### src/rtl/itpp_pkg.sv
// shared constants, types and character helpers for the expression converter
`timescale 1ns / 1ps

package itpp_pkg;

  localparam int MAX_LEN = 64;
  localparam int PTR_W   = $clog2(MAX_LEN);
  localparam int CNT_W   = $clog2(MAX_LEN + 1);

  typedef logic [7:0] char_t;

  localparam char_t CH_POW    = 8'h5E;
  localparam char_t CH_MUL    = 8'h2A;
  localparam char_t CH_DIV    = 8'h2F;
  localparam char_t CH_ADD    = 8'h2B;
  localparam char_t CH_SUB    = 8'h2D;
  localparam char_t CH_LPAREN = 8'h28;
  localparam char_t CH_RPAREN = 8'h29;
  localparam char_t CH_DIG_LO = 8'h30;
  localparam char_t CH_DIG_HI = 8'h39;
  localparam char_t CH_UPP_LO = 8'h41;
  localparam char_t CH_UPP_HI = 8'h5A;
  localparam char_t CH_LOW_LO = 8'h61;
  localparam char_t CH_LOW_HI = 8'h7A;

  typedef enum logic [3:0] {
    S_IDLE,
    S_DISP,
    S_FEED,
    S_POPW,
    S_AFTER,
    S_RDREQ,
    S_RDWAIT,
    S_FLUSH,
    S_END,
    S_EMRD,
    S_EMOUT
  } fsm_state_t;

  typedef struct packed {
    logic take;
    logic feed;
    logic conv_start;
    logic push;
    logic pop;
    logic load_top;
    logic emit_top;
    logic emit_cur;
    logic rd_in;
    logic load_cur;
    logic out_end;
    logic rd_ob;
    logic out_ob;
    logic clear;
  } ctrl_cmd_t;

  typedef struct packed {
    logic prefix;
    logic cur_last;
    logic acc;
    logic cls_alnum;
    logic cls_lparen;
    logic cls_rparen;
    logic cls_op;
    logic sp_zero;
    logic top_lparen;
    logic top_ge;
    logic pend_v;
    logic slot_free;
    logic emit_ok;
    logic idx_zero;
    logic ob_zero;
  } dp_stat_t;

  function automatic logic is_alnum(input char_t c);
    return (c >= CH_DIG_LO && c <= CH_DIG_HI) ||
           (c >= CH_UPP_LO && c <= CH_UPP_HI) ||
           (c >= CH_LOW_LO && c <= CH_LOW_HI);
  endfunction

  function automatic logic is_op(input char_t c);
    return c == CH_ADD || c == CH_SUB || c == CH_MUL || c == CH_DIV || c == CH_POW;
  endfunction

  function automatic logic is_kept(input char_t c);
    return is_alnum(c) || is_op(c) || c == CH_LPAREN || c == CH_RPAREN;
  endfunction

  // precedence; zero for an open bracket so it never gets popped by an operator
  function automatic logic [1:0] rank(input char_t c);
    logic [1:0] r;
    case (c)
      CH_POW:         r = 2'd3;
      CH_MUL, CH_DIV: r = 2'd2;
      CH_ADD, CH_SUB: r = 2'd1;
      default:        r = 2'd0;
    endcase
    return r;
  endfunction

  function automatic char_t swap_paren(input char_t c);
    char_t r;
    case (c)
      CH_LPAREN: r = CH_RPAREN;
      CH_RPAREN: r = CH_LPAREN;
      default:   r = c;
    endcase
    return r;
  endfunction

endpackage

### src/rtl/itpp_if.sv
// valid/ready channel interfaces for input, result and configuration
`timescale 1ns / 1ps

interface itpp_in_if;
  logic       valid;
  logic       ready;
  logic [7:0] in_char;
  logic       in_last;

  modport source (output valid, in_char, in_last, input ready);
  modport sink   (input valid, in_char, in_last, output ready);
endinterface

interface itpp_out_if;
  logic       valid;
  logic       ready;
  logic [7:0] out_char;
  logic       out_empty;
  logic       out_last;
  logic       error;

  modport source (output valid, out_char, out_empty, out_last, error, input ready);
  modport sink   (input valid, out_char, out_empty, out_last, error, output ready);
endinterface

interface itpp_cfg_if;
  logic valid;
  logic ready;
  logic output_form;

  modport source (output valid, output_form, input ready);
  modport sink   (input valid, output_form, output ready);
endinterface

### src/rtl/itpp_ctrl.sv
// sequencer for the shunting-yard conversion
`timescale 1ns / 1ps

module itpp_ctrl import itpp_pkg::*; (
  input  logic      clk,
  input  logic      rst_n,
  input  logic      in_valid,
  output logic      in_ready,
  input  dp_stat_t  stat,
  output ctrl_cmd_t cmd
);

  fsm_state_t state_r, state_nxt;
  fsm_state_t ret_r, ret_nxt;

  logic feed_pop;
  logic feed_drop_lp;

  // pop an operator out during feed, or drop the matching open bracket
  assign feed_pop = (stat.cls_rparen && !stat.sp_zero && !stat.top_lparen) ||
                    (stat.cls_op && !stat.sp_zero && stat.top_ge);
  assign feed_drop_lp = stat.cls_rparen && !stat.sp_zero && stat.top_lparen;

  always_ff @(posedge clk) begin
    if (!rst_n) begin
      state_r <= S_IDLE;
      ret_r   <= S_IDLE;
    end else begin
      state_r <= state_nxt;
      ret_r   <= ret_nxt;
    end
  end

  always_comb begin
    state_nxt = state_r;
    ret_nxt   = ret_r;
    case (state_r)
      S_IDLE: begin
        if (in_valid) state_nxt = S_DISP;
      end
      S_DISP: begin
        if (stat.prefix) state_nxt = stat.cur_last ? S_RDREQ : S_IDLE;
        else if (stat.acc) state_nxt = S_FEED;
        else state_nxt = stat.cur_last ? S_FLUSH : S_END;
      end
      S_FEED: begin
        if (stat.cls_alnum) begin
          if (stat.emit_ok) state_nxt = S_AFTER;
        end else if (stat.cls_lparen) begin
          state_nxt = S_AFTER;
        end else if (feed_pop) begin
          if (stat.emit_ok) begin
            state_nxt = S_POPW;
            ret_nxt   = S_FEED;
          end
        end else if (feed_drop_lp) begin
          state_nxt = S_POPW;
          ret_nxt   = S_AFTER;
        end else begin
          state_nxt = S_AFTER;
        end
      end
      S_POPW: begin
        state_nxt = ret_r;
      end
      S_AFTER: begin
        if (stat.prefix) state_nxt = S_RDREQ;
        else state_nxt = stat.cur_last ? S_FLUSH : S_END;
      end
      S_RDREQ: begin
        state_nxt = stat.idx_zero ? S_FLUSH : S_RDWAIT;
      end
      S_RDWAIT: begin
        state_nxt = S_FEED;
      end
      S_FLUSH: begin
        if (!stat.sp_zero) begin
          if (stat.emit_ok) begin
            state_nxt = S_POPW;
            ret_nxt   = S_FLUSH;
          end
        end else begin
          state_nxt = stat.prefix ? S_EMRD : S_END;
        end
      end
      S_END: begin
        if (stat.cur_last || stat.pend_v) begin
          if (stat.slot_free) state_nxt = S_IDLE;
        end else begin
          state_nxt = S_IDLE;
        end
      end
      S_EMRD: begin
        state_nxt = stat.ob_zero ? S_END : S_EMOUT;
      end
      S_EMOUT: begin
        if (stat.slot_free) state_nxt = stat.ob_zero ? S_IDLE : S_EMRD;
      end
      default: begin
        state_nxt = S_IDLE;
      end
    endcase
  end

  always_comb begin
    cmd      = '0;
    in_ready = 1'b0;
    case (state_r)
      S_IDLE: begin
        in_ready = 1'b1;
        cmd.take = in_valid;
      end
      S_DISP: begin
        cmd.conv_start = stat.prefix && stat.cur_last;
      end
      S_FEED: begin
        cmd.feed     = 1'b1;
        cmd.emit_cur = stat.cls_alnum && stat.emit_ok;
        cmd.push     = stat.cls_lparen || (stat.cls_op && !feed_pop);
        cmd.emit_top = feed_pop && stat.emit_ok;
        cmd.pop      = (feed_pop && stat.emit_ok) || feed_drop_lp;
      end
      S_POPW: begin
        cmd.load_top = 1'b1;
      end
      S_RDREQ: begin
        cmd.rd_in = !stat.idx_zero;
      end
      S_RDWAIT: begin
        cmd.load_cur = 1'b1;
      end
      S_FLUSH: begin
        cmd.emit_top = !stat.sp_zero && stat.emit_ok;
        cmd.pop      = !stat.sp_zero && stat.emit_ok;
      end
      S_END: begin
        cmd.out_end = (stat.cur_last || stat.pend_v) && stat.slot_free;
        cmd.clear   = stat.cur_last && stat.slot_free;
      end
      S_EMRD: begin
        cmd.rd_ob = !stat.ob_zero;
      end
      S_EMOUT: begin
        cmd.out_ob = stat.slot_free;
        cmd.clear  = stat.slot_free && stat.ob_zero;
      end
      default: begin
        cmd = '0;
      end
    endcase
  end

endmodule

### src/rtl/itpp_dp.sv
// datapath: operator stack, input and output buffers, counters and result register
`timescale 1ns / 1ps

module itpp_dp import itpp_pkg::*; (
  input  logic      clk,
  input  logic      rst_n,
  input  char_t     in_char,
  input  logic      in_last,
  input  logic      cfg_we,
  input  logic      cfg_form,
  input  ctrl_cmd_t cmd,
  output dp_stat_t  stat,
  input  logic      out_ready,
  output logic      out_valid,
  output char_t     out_char,
  output logic      out_empty,
  output logic      out_last,
  output logic      out_error
);

  char_t stk_mem [MAX_LEN];
  char_t inb_mem [MAX_LEN];
  char_t ob_mem  [MAX_LEN];

  char_t stk_rd_r, inb_rd_r, ob_rd_r;

  logic             form_r, form_nxt;
  char_t            cur_r, cur_nxt;
  logic             last_r, last_nxt;
  logic             acc_r, acc_nxt;
  logic [CNT_W-1:0] sp_r, sp_nxt;
  char_t            top_r, top_nxt;
  logic [CNT_W-1:0] open_r, open_nxt;
  logic [CNT_W-1:0] in_cnt_r, in_cnt_nxt;
  logic [CNT_W-1:0] idx_r, idx_nxt;
  logic [CNT_W-1:0] ob_cnt_r, ob_cnt_nxt;
  logic             err_r, err_nxt;
  char_t            pend_r, pend_nxt;
  logic             pend_v_r, pend_v_nxt;
  logic             out_valid_r, out_valid_nxt;
  char_t            out_char_r, out_char_nxt;
  logic             out_empty_r, out_empty_nxt;
  logic             out_last_r, out_last_nxt;
  logic             out_err_r, out_err_nxt;

  logic             kept, room;
  logic             emit;
  char_t            echar;
  logic             slot_free;
  logic             stk_we, inb_we, ob_we;
  logic [CNT_W-1:0] stk_rsum, inb_rsum, ob_rsum;

  assign kept      = is_kept(in_char);
  assign room      = in_cnt_r < CNT_W'(MAX_LEN);
  assign emit      = cmd.emit_top || cmd.emit_cur;
  assign echar     = cmd.emit_top ? top_r : cur_r;
  assign slot_free = !out_valid_r || out_ready;

  assign stk_rsum  = sp_r - CNT_W'(2);
  assign inb_rsum  = idx_r - CNT_W'(1);
  assign ob_rsum   = ob_cnt_r - CNT_W'(1);

  assign stk_we = cmd.push && (sp_r < CNT_W'(MAX_LEN));
  assign inb_we = cmd.take && kept && room && form_r;
  assign ob_we  = emit && form_r && (ob_cnt_r < CNT_W'(MAX_LEN));

  always_comb begin
    form_nxt      = form_r;
    cur_nxt       = cur_r;
    last_nxt      = last_r;
    acc_nxt       = acc_r;
    sp_nxt        = sp_r;
    top_nxt       = top_r;
    open_nxt      = open_r;
    in_cnt_nxt    = in_cnt_r;
    idx_nxt       = idx_r;
    ob_cnt_nxt    = ob_cnt_r;
    err_nxt       = err_r;
    pend_nxt      = pend_r;
    pend_v_nxt    = pend_v_r;
    out_valid_nxt = out_valid_r && !out_ready;
    out_char_nxt  = out_char_r;
    out_empty_nxt = out_empty_r;
    out_last_nxt  = out_last_r;
    out_err_nxt   = out_err_r;

    if (cmd.take) begin
      cur_nxt  = in_char;
      last_nxt = in_last;
      acc_nxt  = kept && room;
      if (kept && room) in_cnt_nxt = in_cnt_r + CNT_W'(1);
      if (kept && !room) err_nxt = 1'b1;
    end

    // close bracket with no open bracket on the stack
    if (cmd.feed && cur_r == CH_RPAREN && open_r == '0) err_nxt = 1'b1;

    if (cmd.conv_start) begin
      sp_nxt     = '0;
      open_nxt   = '0;
      ob_cnt_nxt = '0;
      idx_nxt    = in_cnt_r;
    end

    if (cmd.push) begin
      if (stk_we) begin
        sp_nxt  = sp_r + CNT_W'(1);
        top_nxt = cur_r;
        if (cur_r == CH_LPAREN) open_nxt = open_r + CNT_W'(1);
      end else begin
        err_nxt = 1'b1;
      end
    end

    if (cmd.pop) begin
      sp_nxt = sp_r - CNT_W'(1);
      if (top_r == CH_LPAREN && open_r != '0) open_nxt = open_r - CNT_W'(1);
    end

    if (cmd.load_top) top_nxt = stk_rd_r;

    if (emit) begin
      if (form_r) begin
        if (ob_we) ob_cnt_nxt = ob_cnt_r + CNT_W'(1);
      end else begin
        if (pend_v_r) begin
          out_valid_nxt = 1'b1;
          out_char_nxt  = pend_r;
          out_empty_nxt = 1'b0;
          out_last_nxt  = 1'b0;
          out_err_nxt   = err_r;
        end
        pend_nxt   = echar;
        pend_v_nxt = 1'b1;
      end
    end

    if (cmd.rd_in) idx_nxt = idx_r - CNT_W'(1);
    if (cmd.load_cur) cur_nxt = swap_paren(inb_rd_r);

    if (cmd.out_end) begin
      out_valid_nxt = 1'b1;
      out_char_nxt  = pend_v_r ? pend_r : '0;
      out_empty_nxt = !pend_v_r;
      out_last_nxt  = last_r;
      out_err_nxt   = err_r;
      pend_v_nxt    = 1'b0;
    end

    if (cmd.rd_ob) ob_cnt_nxt = ob_cnt_r - CNT_W'(1);

    if (cmd.out_ob) begin
      out_valid_nxt = 1'b1;
      out_char_nxt  = ob_rd_r;
      out_empty_nxt = 1'b0;
      out_last_nxt  = (ob_cnt_r == '0);
      out_err_nxt   = err_r;
    end

    if (cmd.clear) begin
      in_cnt_nxt = '0;
      sp_nxt     = '0;
      open_nxt   = '0;
      ob_cnt_nxt = '0;
      err_nxt    = 1'b0;
    end

    // mode change drops the expression in progress
    if (cfg_we) begin
      form_nxt   = cfg_form;
      in_cnt_nxt = '0;
      sp_nxt     = '0;
      open_nxt   = '0;
      ob_cnt_nxt = '0;
      err_nxt    = 1'b0;
      pend_v_nxt = 1'b0;
    end
  end

  always_ff @(posedge clk) begin
    if (!rst_n) begin
      form_r      <= 1'b0;
      last_r      <= 1'b0;
      acc_r       <= 1'b0;
      sp_r        <= '0;
      open_r      <= '0;
      in_cnt_r    <= '0;
      ob_cnt_r    <= '0;
      err_r       <= 1'b0;
      pend_v_r    <= 1'b0;
      out_valid_r <= 1'b0;
    end else begin
      form_r      <= form_nxt;
      last_r      <= last_nxt;
      acc_r       <= acc_nxt;
      sp_r        <= sp_nxt;
      open_r      <= open_nxt;
      in_cnt_r    <= in_cnt_nxt;
      ob_cnt_r    <= ob_cnt_nxt;
      err_r       <= err_nxt;
      pend_v_r    <= pend_v_nxt;
      out_valid_r <= out_valid_nxt;
    end
  end

  always_ff @(posedge clk) begin
    cur_r       <= cur_nxt;
    top_r       <= top_nxt;
    idx_r       <= idx_nxt;
    pend_r      <= pend_nxt;
    out_char_r  <= out_char_nxt;
    out_empty_r <= out_empty_nxt;
    out_last_r  <= out_last_nxt;
    out_err_r   <= out_err_nxt;
  end

  // operator stack: new top is fetched one below the current top on a pop
  always_ff @(posedge clk) begin
    if (stk_we) stk_mem[sp_r[PTR_W-1:0]] <= cur_r;
    if (cmd.pop) stk_rd_r <= stk_mem[stk_rsum[PTR_W-1:0]];
  end

  always_ff @(posedge clk) begin
    if (inb_we) inb_mem[in_cnt_r[PTR_W-1:0]] <= in_char;
    if (cmd.rd_in) inb_rd_r <= inb_mem[inb_rsum[PTR_W-1:0]];
  end

  always_ff @(posedge clk) begin
    if (ob_we) ob_mem[ob_cnt_r[PTR_W-1:0]] <= echar;
    if (cmd.rd_ob) ob_rd_r <= ob_mem[ob_rsum[PTR_W-1:0]];
  end

  always_comb begin
    stat            = '0;
    stat.prefix     = form_r;
    stat.cur_last   = last_r;
    stat.acc        = acc_r;
    stat.cls_alnum  = is_alnum(cur_r);
    stat.cls_lparen = (cur_r == CH_LPAREN);
    stat.cls_rparen = (cur_r == CH_RPAREN);
    stat.cls_op     = is_op(cur_r);
    stat.sp_zero    = (sp_r == '0);
    stat.top_lparen = (top_r == CH_LPAREN);
    stat.top_ge     = rank(top_r) >= rank(cur_r);
    stat.pend_v     = pend_v_r;
    stat.slot_free  = slot_free;
    stat.emit_ok    = form_r || !pend_v_r || slot_free;
    stat.idx_zero   = (idx_r == '0);
    stat.ob_zero    = (ob_cnt_r == '0);
  end

  assign out_valid = out_valid_r;
  assign out_char  = out_char_r;
  assign out_empty = out_empty_r;
  assign out_last  = out_last_r;
  assign out_error = out_err_r;

endmodule

### src/rtl/infix_to_postfix_prefix_core.sv
// top level of the infix to postfix / prefix expression converter
`timescale 1ns / 1ps

// channel   dir  payload                                  transaction when
// in_ch     in   in_char[7:0], in_last                     valid && ready
// out_ch    out  out_char[7:0], out_empty, out_last, error valid && ready
// cfg_ch    in   output_form                              valid && ready, always ready
//
// one character at a time, none taken until the last is done; postfix: a letter, digit, operator
// or bracket is fed through the stack, a popped entry waits on the stack read, a dropped byte
// skips the feed, and the final character also flushes the stack; prefix: characters are buffered,
// the final one converts them read backwards, then the results go out; a pop waits on the stack read
// rst_n is synchronous; it clears counts, the error flag and the form register
// a stalled result holds the sequencer in place; nothing is dropped

module infix_to_postfix_prefix_core import itpp_pkg::*; (
  input  logic              clk,
  input  logic              rst_n,
  itpp_in_if.sink           in_ch,
  itpp_out_if.source        out_ch,
  itpp_cfg_if.sink          cfg_ch
);

  ctrl_cmd_t cmd;
  dp_stat_t  stat;

  // register writes are only expected between expressions
  assign cfg_ch.ready = 1'b1;

  itpp_ctrl u_ctrl (
    .clk      (clk),
    .rst_n    (rst_n),
    .in_valid (in_ch.valid),
    .in_ready (in_ch.ready),
    .stat     (stat),
    .cmd      (cmd)
  );

  itpp_dp u_dp (
    .clk       (clk),
    .rst_n     (rst_n),
    .in_char   (in_ch.in_char),
    .in_last   (in_ch.in_last),
    .cfg_we    (cfg_ch.valid),
    .cfg_form  (cfg_ch.output_form),
    .cmd       (cmd),
    .stat      (stat),
    .out_ready (out_ch.ready),
    .out_valid (out_ch.valid),
    .out_char  (out_ch.out_char),
    .out_empty (out_ch.out_empty),
    .out_last  (out_ch.out_last),
    .out_error (out_ch.error)
  );

endmodule

### src/flat_wrapper.sv
// flat-port wrapper written by rule: the top's interface ports become plain ports
module infix_to_postfix_prefix_core_flat import itpp_pkg::*;
  (clk, rst_n, in_ch_valid, in_ch_in_char, in_ch_in_last, in_ch_ready, out_ch_valid, out_ch_out_char, out_ch_out_empty, out_ch_out_last, out_ch_error, out_ch_ready, cfg_ch_valid, cfg_ch_output_form, cfg_ch_ready);
  itpp_in_if in_ch_i ();
  itpp_out_if out_ch_i ();
  itpp_cfg_if cfg_ch_i ();
  input  logic clk;
  input  logic rst_n;
  input wire logic [$bits(in_ch_i.valid)-1:0] in_ch_valid;
  input wire logic [$bits(in_ch_i.in_char)-1:0] in_ch_in_char;
  input wire logic [$bits(in_ch_i.in_last)-1:0] in_ch_in_last;
  output wire logic [$bits(in_ch_i.ready)-1:0] in_ch_ready;
  output wire logic [$bits(out_ch_i.valid)-1:0] out_ch_valid;
  output wire logic [$bits(out_ch_i.out_char)-1:0] out_ch_out_char;
  output wire logic [$bits(out_ch_i.out_empty)-1:0] out_ch_out_empty;
  output wire logic [$bits(out_ch_i.out_last)-1:0] out_ch_out_last;
  output wire logic [$bits(out_ch_i.error)-1:0] out_ch_error;
  input wire logic [$bits(out_ch_i.ready)-1:0] out_ch_ready;
  input wire logic [$bits(cfg_ch_i.valid)-1:0] cfg_ch_valid;
  input wire logic [$bits(cfg_ch_i.output_form)-1:0] cfg_ch_output_form;
  output wire logic [$bits(cfg_ch_i.ready)-1:0] cfg_ch_ready;
  assign in_ch_i.valid = in_ch_valid;
  assign in_ch_i.in_char = in_ch_in_char;
  assign in_ch_i.in_last = in_ch_in_last;
  assign in_ch_ready = in_ch_i.ready;
  assign out_ch_valid = out_ch_i.valid;
  assign out_ch_out_char = out_ch_i.out_char;
  assign out_ch_out_empty = out_ch_i.out_empty;
  assign out_ch_out_last = out_ch_i.out_last;
  assign out_ch_error = out_ch_i.error;
  assign out_ch_i.ready = out_ch_ready;
  assign cfg_ch_i.valid = cfg_ch_valid;
  assign cfg_ch_i.output_form = cfg_ch_output_form;
  assign cfg_ch_ready = cfg_ch_i.ready;
  infix_to_postfix_prefix_core u_core (.clk(clk), .rst_n(rst_n), .in_ch(in_ch_i), .out_ch(out_ch_i), .cfg_ch(cfg_ch_i));
endmodule
### config.mk
export PLATFORM = sky130hd
export DESIGN_NAME = infix_to_postfix_prefix_core_flat
export DESIGN_NICKNAME = d
export VERILOG_FILES = /design/src/rtl/itpp_pkg.sv /design/src/rtl/itpp_if.sv /design/src/rtl/itpp_ctrl.sv /design/src/rtl/itpp_dp.sv /design/src/rtl/infix_to_postfix_prefix_core.sv /design/src/flat_wrapper.sv
export SDC_FILE = /design/constraint.sdc
export NUM_CORES = 2
export LEC_CHECK = 0
export CORE_UTILIZATION = 45
export CTS_CLUSTER_DIAMETER = 120
export CTS_CLUSTER_SIZE = 40
export DETAILED_ROUTE_END_ITERATION = 10
export DONT_BUFFER_PORTS = 1
export PLACE_DENSITY = 0.64
export SLEW_MARGIN = 25
export SYNTH_ARGS = -nofsm -noshare
export SYNTH_HDL_FRONTEND = slang
export SYNTH_SLANG_ARGS = --single-unit
### constraint.sdc
create_clock -name clk -period 5.6 [get_ports clk]
set_clock_uncertainty 0.2 [all_clocks]
set_input_delay 0.28 -clock clk [delete_from_list [all_inputs] [get_ports clk]]
set_output_delay 0.28 -clock clk [all_outputs]
set_load 0.005 [all_outputs]
# ---- Word-level counts from Yosys, hierarchy flattened
# Memory sizes are Yosys's and may differ from the RTL's. A register that Yosys moved wholly into a read port is not among the register bits.
# Cells that the tools add are included.
dict set report word_totals {
  ff_bits 84
  ramBits 1536
  inputBits 15
  output_inout_bits 14
  wordCells 288
  n_memories 3
}
dict set report op_classes {
  add_sub_neg 9
  n_lt_le_gt_ge 16
  eq_ne 44
  n_mux 103
  bitwise 2
  reduce_logical 91
}
# memory depth width rd rd_clocked_by_memory_dff wr line_no
set mem_list {}
lappend mem_list {u_core.u_dp.inb_mem 64 8 1 1 1 itpp_dp.sv:22} ;# char_t inb_mem [MAX_LEN];
lappend mem_list {u_core.u_dp.ob_mem 64 8 1 1 1 itpp_dp.sv:23} ;# char_t ob_mem [MAX_LEN];
lappend mem_list {u_core.u_dp.stk_mem 64 8 1 1 1 itpp_dp.sv:21} ;# char_t stk_mem [MAX_LEN];
# op count
set ops {}
lappend ops {{$eq A8 B6 Y1 const B} 19}
lappend ops {{$mux W7} 17}
lappend ops {{$mux W8} 12}
lappend ops {{$mux W4} 22}
lappend ops {{$pmux W4 S11} 1}
lappend ops {{$mux W1} 41}
lappend ops {{$ge A8 B7 Y1 const B} 4}
lappend ops {{$le A8 B7 Y1 const B} 4}
lappend ops {{$logic_and A1 B1 Y1} 31}
lappend ops {{$add A7 B1 Y7 const B} 4}
lappend ops {{$logic_not A7 Y1} 4}
lappend ops {{$sub A7 B1 Y7 const B} 4}
lappend ops {{$eq A8 B7 Y1 const B} 3}
lappend ops {{$logic_or A1 B1 Y1} 23}
lappend ops {{$lt A7 B7 Y1 const B} 3}
lappend ops {{$eq A4 B3 Y1 const B} 4}
lappend ops {{$ge A8 B6 Y1 const B} 2}
lappend ops {{$le A8 B6 Y1 const B} 2}
lappend ops {{$pmux W8 S2} 1}
lappend ops {{$reduce_bool A2 Y1} 7}
lappend ops {{$eq A4 B4 Y1 const B} 3}
lappend ops {{$ne A2 B2 Y1 const B} 6}
lappend ops {{$ne A3 B3 Y1 const B} 4}
lappend ops {{$pmux W2 S3} 2}
lappend ops {{21 further kinds} 42}

# ---- Longest topological paths before layout
dict set report logic_depth {
  ltp_word 17
  depth_mapped 14
  mapped_depth_nobuf 14
}

# ---- By module
# From an unflattened synthesis, not the netlist that was laid out.
dict set report hier_totals {
  hier_cells 3359
  hier_area_um2 65675.5
}
# mod n_inst cells_each area_per_inst_um2 seq_area_each_um2
set modules_own_cells {}
lappend modules_own_cells {itpp_dp 1 3243 64829.7 48776.8}
lappend modules_own_cells {itpp_ctrl 1 114 834.6 140.1}
lappend modules_own_cells {infix_to_postfix_prefix_core 1 2 11.3 0.0}

# ---- Least setup slack after synthesis
# OpenSTA, ideal clock, no wires.
dict set report synth_path {
  path_type {register to register}
  from {register u_core.u_dp.cur_r[5]}
  to {register u_core.u_dp.out_char_r[0] (netlist: u_core.u_dp.out_char[0]), enable pin}
  arrival_time_ps 4339
  required_ps 5009
  slack_ps 670
  path_stages_with_launch 13
  path_buffers 0
  synth_period_minus_slack_ps 4930
  cell_sequence {edfxtp_1 nor4b_2 nand2_1 o211a_1 nor3_1 ha_1 nand2b_1 a21oi_1 nor3_1 a2bb2oi_1 a21oi_1 nor2_1 o21ai_0}
}
dict set report synth_between {
  elab_chain_cells 13
}
# item line_no
set synth_rtl {}
lappend synth_rtl {{start, declared} itpp_dp.sv:28} ;# char_t cur_r, cur_nxt;
lappend synth_rtl {{start signal, assigned} itpp_dp.sv:207} ;# cur_r <= cur_nxt;
lappend synth_rtl {{branches (longest 10 deep; another with $ge A2 B2 Y1)} n/a}
lappend synth_rtl {{$logic_or A1 B1 Y1 (*)} itpp_dp.sv:55} ;# assign emit = cmd.emit_top || cmd.emit_cur;
lappend synth_rtl {{$reduce_bool A3 Y1 (no source line) (*)} n/a}
lappend synth_rtl {{$reduce_and A3 Y1 (no source line) (*)} n/a}
lappend synth_rtl {{end signal, assigned} itpp_dp.sv:211} ;# out_char_r <= out_char_nxt;
lappend synth_rtl {{end, declared} itpp_dp.sv:41} ;# char_t out_char_r, out_char_nxt;
# Every way passes the cells marked *.
# A chain may end at the register's enable or synchronous reset.

# ---- Worst setup path after layout
dict set report layout_path {
  from {register u_core.u_dp.cur_r[4]}
  to {memory u_core.u_dp.ob_mem[59][7] in the netlist's numbering, enable pin}
}
dict set report layout_between {
  elab_chain_cells 15
}
# item line_no
set layout_rtl {}
lappend layout_rtl {{branches (longest 10 deep; another with $ge A2 B2 Y1)} n/a}
lappend layout_rtl {{$logic_or A1 B1 Y1 (*)} itpp_dp.sv:55}
lappend layout_rtl {{$logic_and A1 B1 Y1 (*) (2 in a row)} itpp_dp.sv:65} ;# assign ob_we = emit && form_r && (ob_cnt_r < CNT_W'(MAX_LEN));
lappend layout_rtl {{$mux W1 (*)} itpp_dp.sv:229} ;# if (ob_we) ob_mem[ob_cnt_r[PTR_W-1:0]] <= echar;
lappend layout_rtl {{$mux W1 (implied by the code) (*)} itpp_dp.sv:229}
lappend layout_rtl {{end, declared} itpp_dp.sv:23}
# Marks and branches as above.

==> impl_metrics.json <==
{
  "drive_above_1_share_pct": 22.43,
  "grt_pass1_wl_um": 218300,
  "dr.first_iter.drc_count": 3451,
  "wl_um": 147900,
  "setup_violations": 0,
  "tns_ns": 0,
  "worst_pin_slew_ns": 1.083,
  "holdPathStages": 6,
  "netlist.area_leader.share_pct": 73.80,
  "synth_area_leader_cell": "edfxtp_1",
  "grt_max_degree": 137,
  "power_leakage_nw": 20.13,
  "htreeDepth": 2,
  "layout_worst_path_cycle_share_pct": 86.54,
  "cts_buffers": 48,
  "dp.cells": 4859,
  "critPathArrivalTime_ns": 5.00,
  "vias_per_cell": 6.135,
  "r2r-start": "u_core.u_dp.cur_r[4]$_DFFE_PP_",
  "ys_async_sr_fraction_pct": 0,
  "hold_end": "u_core.u_dp.in_cnt_r[6]$_SDFFE_PP0P_",
  "final_cell_area_mm2": 0.06948,
  "ios": 29,
  "period_needed_ns": 4.846,
  "crit_required_ns": 5.76,
  "final_util_pct": 48.37,
  "final_hold_viol_count": 0,
  "p_sw_share_pct": 22.68,
  "cts_hold_buf": 25,
  "hp-class": "in -> reg",
  "status": "complete, no violations",
  "placed_area_mm2": 0.06755,
  "cp-end-kind": "flop",
  "cts_tree": "yes",
  "r2r-end": "u_core.u_dp.ob_mem[59][7]$_DFFE_PP_",
  "rows": 139,
  "drv_slew": 0,
  "drcViolationCount": 0,
  "syn_area_mm2": 0.06515,
  "dr_total_vias": 30550,
  "root_buffer": "clkbuf_16",
  "antenna_found_initial": 6,
  "p_clk_share_pct": 25.1,
  "syn_area_per_cell_um2": 21.30,
  "ys_top_cells_by_area": "edfxtp_1 (74%), mux4_2 (17%), nor2_1 (1.4%)",
  "wl_per_cell_um": 29.70,
  "synth_warnings": 0,
  "synth.yosys.seq_area_share_pct": 75.09,
  "core_mm2": 0.1437,
  "p_int_mw": 16.14,
  "powerDensity_mw_per_mm2": 300.5,
  "post_synth_num_cell_types": 82,
  "power_mw": 20.88,
  "first_global_vias": 30530,
  "cp_max_fo": 19,
  "firstDrtPassIters": 8,
  "post_cts_buffers": 0,
  "p_comb_share_pct": 7.3,
  "die_area_mm2": 0.1463,
  "die_h_um": 382.5,
  "grt.total_usage_pct": 20.27,
  "portBuffers": 0,
  "clock_sinks": 1643,
  "area_delta_synth_final_pct": 6.653,
  "start_kind": "flop",
  "timing.fmax_mhz": 206.4,
  "seqPwrFrac_pct": 67.7,
  "start_util_pct": 45.35,
  "clock_latency_ns": 0.73,
  "ctsResizeCount": 0,
  "final_nets": 3064,
  "grt-ovfl-total": 0,
  "vdd.ir_drop.worst_mv": 0.2440,
  "drtAntennaViolNets": 0,
  "max_cap_violations": 0,
  "synth_nets": 3090,
  "cts.path.max_buffers": 3,
  "rsz0062_at_grt": "false",
  "reg2reg_depth": 12,
  "fin_cells": 4979,
  "crit_type": "reg -> reg",
  "power.switching_mw": 4.737,
  "synth_ff_type": "edfxtp_1",
  "clk_pin_slew_ns": 0.15,
  "regToRegSetupSlack_ns": 0.75,
  "postSynthCellCount": 3058,
  "slew_headroom_pct": 27.62,
  "ys_ff_latch": 1643,
  "dpl.hpwl_um": 89920,
  "min_from": "in_ch_in_char[2]",
  "gp_congestion": 0.8584,
  "die_w_um": 382.5,
  "synth_edf_count": 1601
}
## per-layer routing
layer / track usage (%) / share of wire [%] / vias to the layer above
li1: - / - / 12630
met1: 29.76 / 42 / 16410
met2: 32.40 / 49 / 1333
met3: 2.865 / 7.1 / 174
met4: 4.578 / 2.3 / 2
met5: 0 / 0.0074 / -
## per-stage QoR
stage / worst slack [ns] / hold WS (ns)
global placement: 0.8932 / 0.1627
finish: 0.7539 / 0.09521
CTS: 0.7469 / 0.03016
global route: 0.4763 / 0.1279
floorplan: 0.6698 / 0.1567
detailed placement: 0.7622 / 0.1723
## power groups by stage
stage	Combinational, mW	Clock, mW	Sequential [mW]
global placement	1.42	0	14.4
global route	1.63	5.65	14.1
finish	1.52	5.23	14.1
CTS	1.55	5.32	14.1
floorplan	0.620	0	14.5
detailed placement	1.45	0	14.4
## cell families after synthesis
group | share of synthesized area (%)
AO/OA/AOI/OAI | 1.648
XOR/XNOR | 0.2420
adder cells (fa/ha/maj) | 0.3265
buffers and inverters | 1.149
flip-flops | 75.09
multiplexers | 17.84
other | 0.005756
AND/OR/NAND/NOR | 3.703
## worst max path at each step
stage / startpoint / to / slack [ns] / cells past startpoint
6_report: u_core.u_dp.cur_r[4]$_DFFE_PP_ / u_core.u_dp.ob_mem[59][7]$_DFFE_PP_ / 0.75 / 12
5_1_grt: u_core.u_dp.cur_r[4]$_DFFE_PP_ / u_core.u_dp.ob_mem[60][3]$_DFFE_PP_ / 0.48 / 12
4_1_cts: u_core.u_dp.cur_r[4]$_DFFE_PP_ / u_core.u_dp.ob_mem[58][4]$_DFFE_PP_ / 0.75 / 12
3_5_place_dp: u_core.u_dp.cur_r[5]$_DFFE_PP_ / u_core.u_dp.ob_mem[58][6]$_DFFE_PP_ / 0.76 / 11
3_3_place_gp: u_core.u_dp.cur_r[4]$_DFFE_PP_ / u_core.u_dp.stk_mem[61][7]$_DFFE_PP_ / 0.89 / 12
2_1_floorplan: u_core.u_dp.cur_r[5]$_DFFE_PP_ / u_core.u_dp.out_char[0]$_DFFE_PP_ / 0.67 / 12
## synthesized netlist by cell type, types with 5 or more instances
cell type,n
a211oi_1,15
a21oi_1,43
a22o_1,9
a31oi_1,6
and2_1,9
and3_1,11
buf_1,22
buf_2,31
clkbuf_1,110
dfxtp_1,42
edfxtp_1,1601
ha_1,17
inv_1,19
mux2_2,23
mux2i_1,18
mux4_2,496
nand2_1,64
nand2b_1,18
nand3_1,36
nand3b_1,9
nand4_1,7
nor2_1,245
nor2b_1,22
nor3_1,23
nor3b_1,6
nor4_1,11
nor4b_1,5
o21ai_0,24
or3_1,8
or4_1,5
xnor2_1,6
xor2_1,12
## worst max-delay path: stages, from the launching register on
cell	delay, ns
edfxtp_1	0.48
nor4b_2	0.57
nand2_1	0.17
o211a_1	0.24
nor3_1	0.18
ha_1	0.16
nand2b_1	0.10
a21oi_1	0.11
nor2_1	0.21
a211oi_4	0.14
o21ai_4	0.64
nand3_1	0.54
nor2_1	0.74
## layout make-up
cell class	instances	area (µm²)
antenna	4	10.01
inverter	21	78.83
clock inverter	8	106.4
timing repair buffer	89	973.4
clock buffer	82	1375
sequential	1643	48930
multi-input combinational	1229	15630
tap	1903	2381
fill	11480	74170
## cell usage in the layout (no fill, tap or decap), drive strengths merged, types with 6 or more instances in the layout
master / instances
clkbuf: 82
xnor2: 6
nand2: 64
nor2: 246
and3: 11
nor3: 24
edfxtp: 1601
nand3b: 9
ha: 17
nor3b: 6
nor4b: 7
and2: 10
a21oi: 44
a22o: 9
mux4: 496
a31oi: 6
nand3: 36
buf: 72
mux2: 24
nor2b: 22
mux2i: 18
dlygate4sd3: 17
dfxtp: 42
or3: 8
xor2: 12
o21ai: 26
a211oi: 16
nor4: 13
nand4: 7
inv: 25
nand2b: 18
Power figures use the tool's default switching activity.
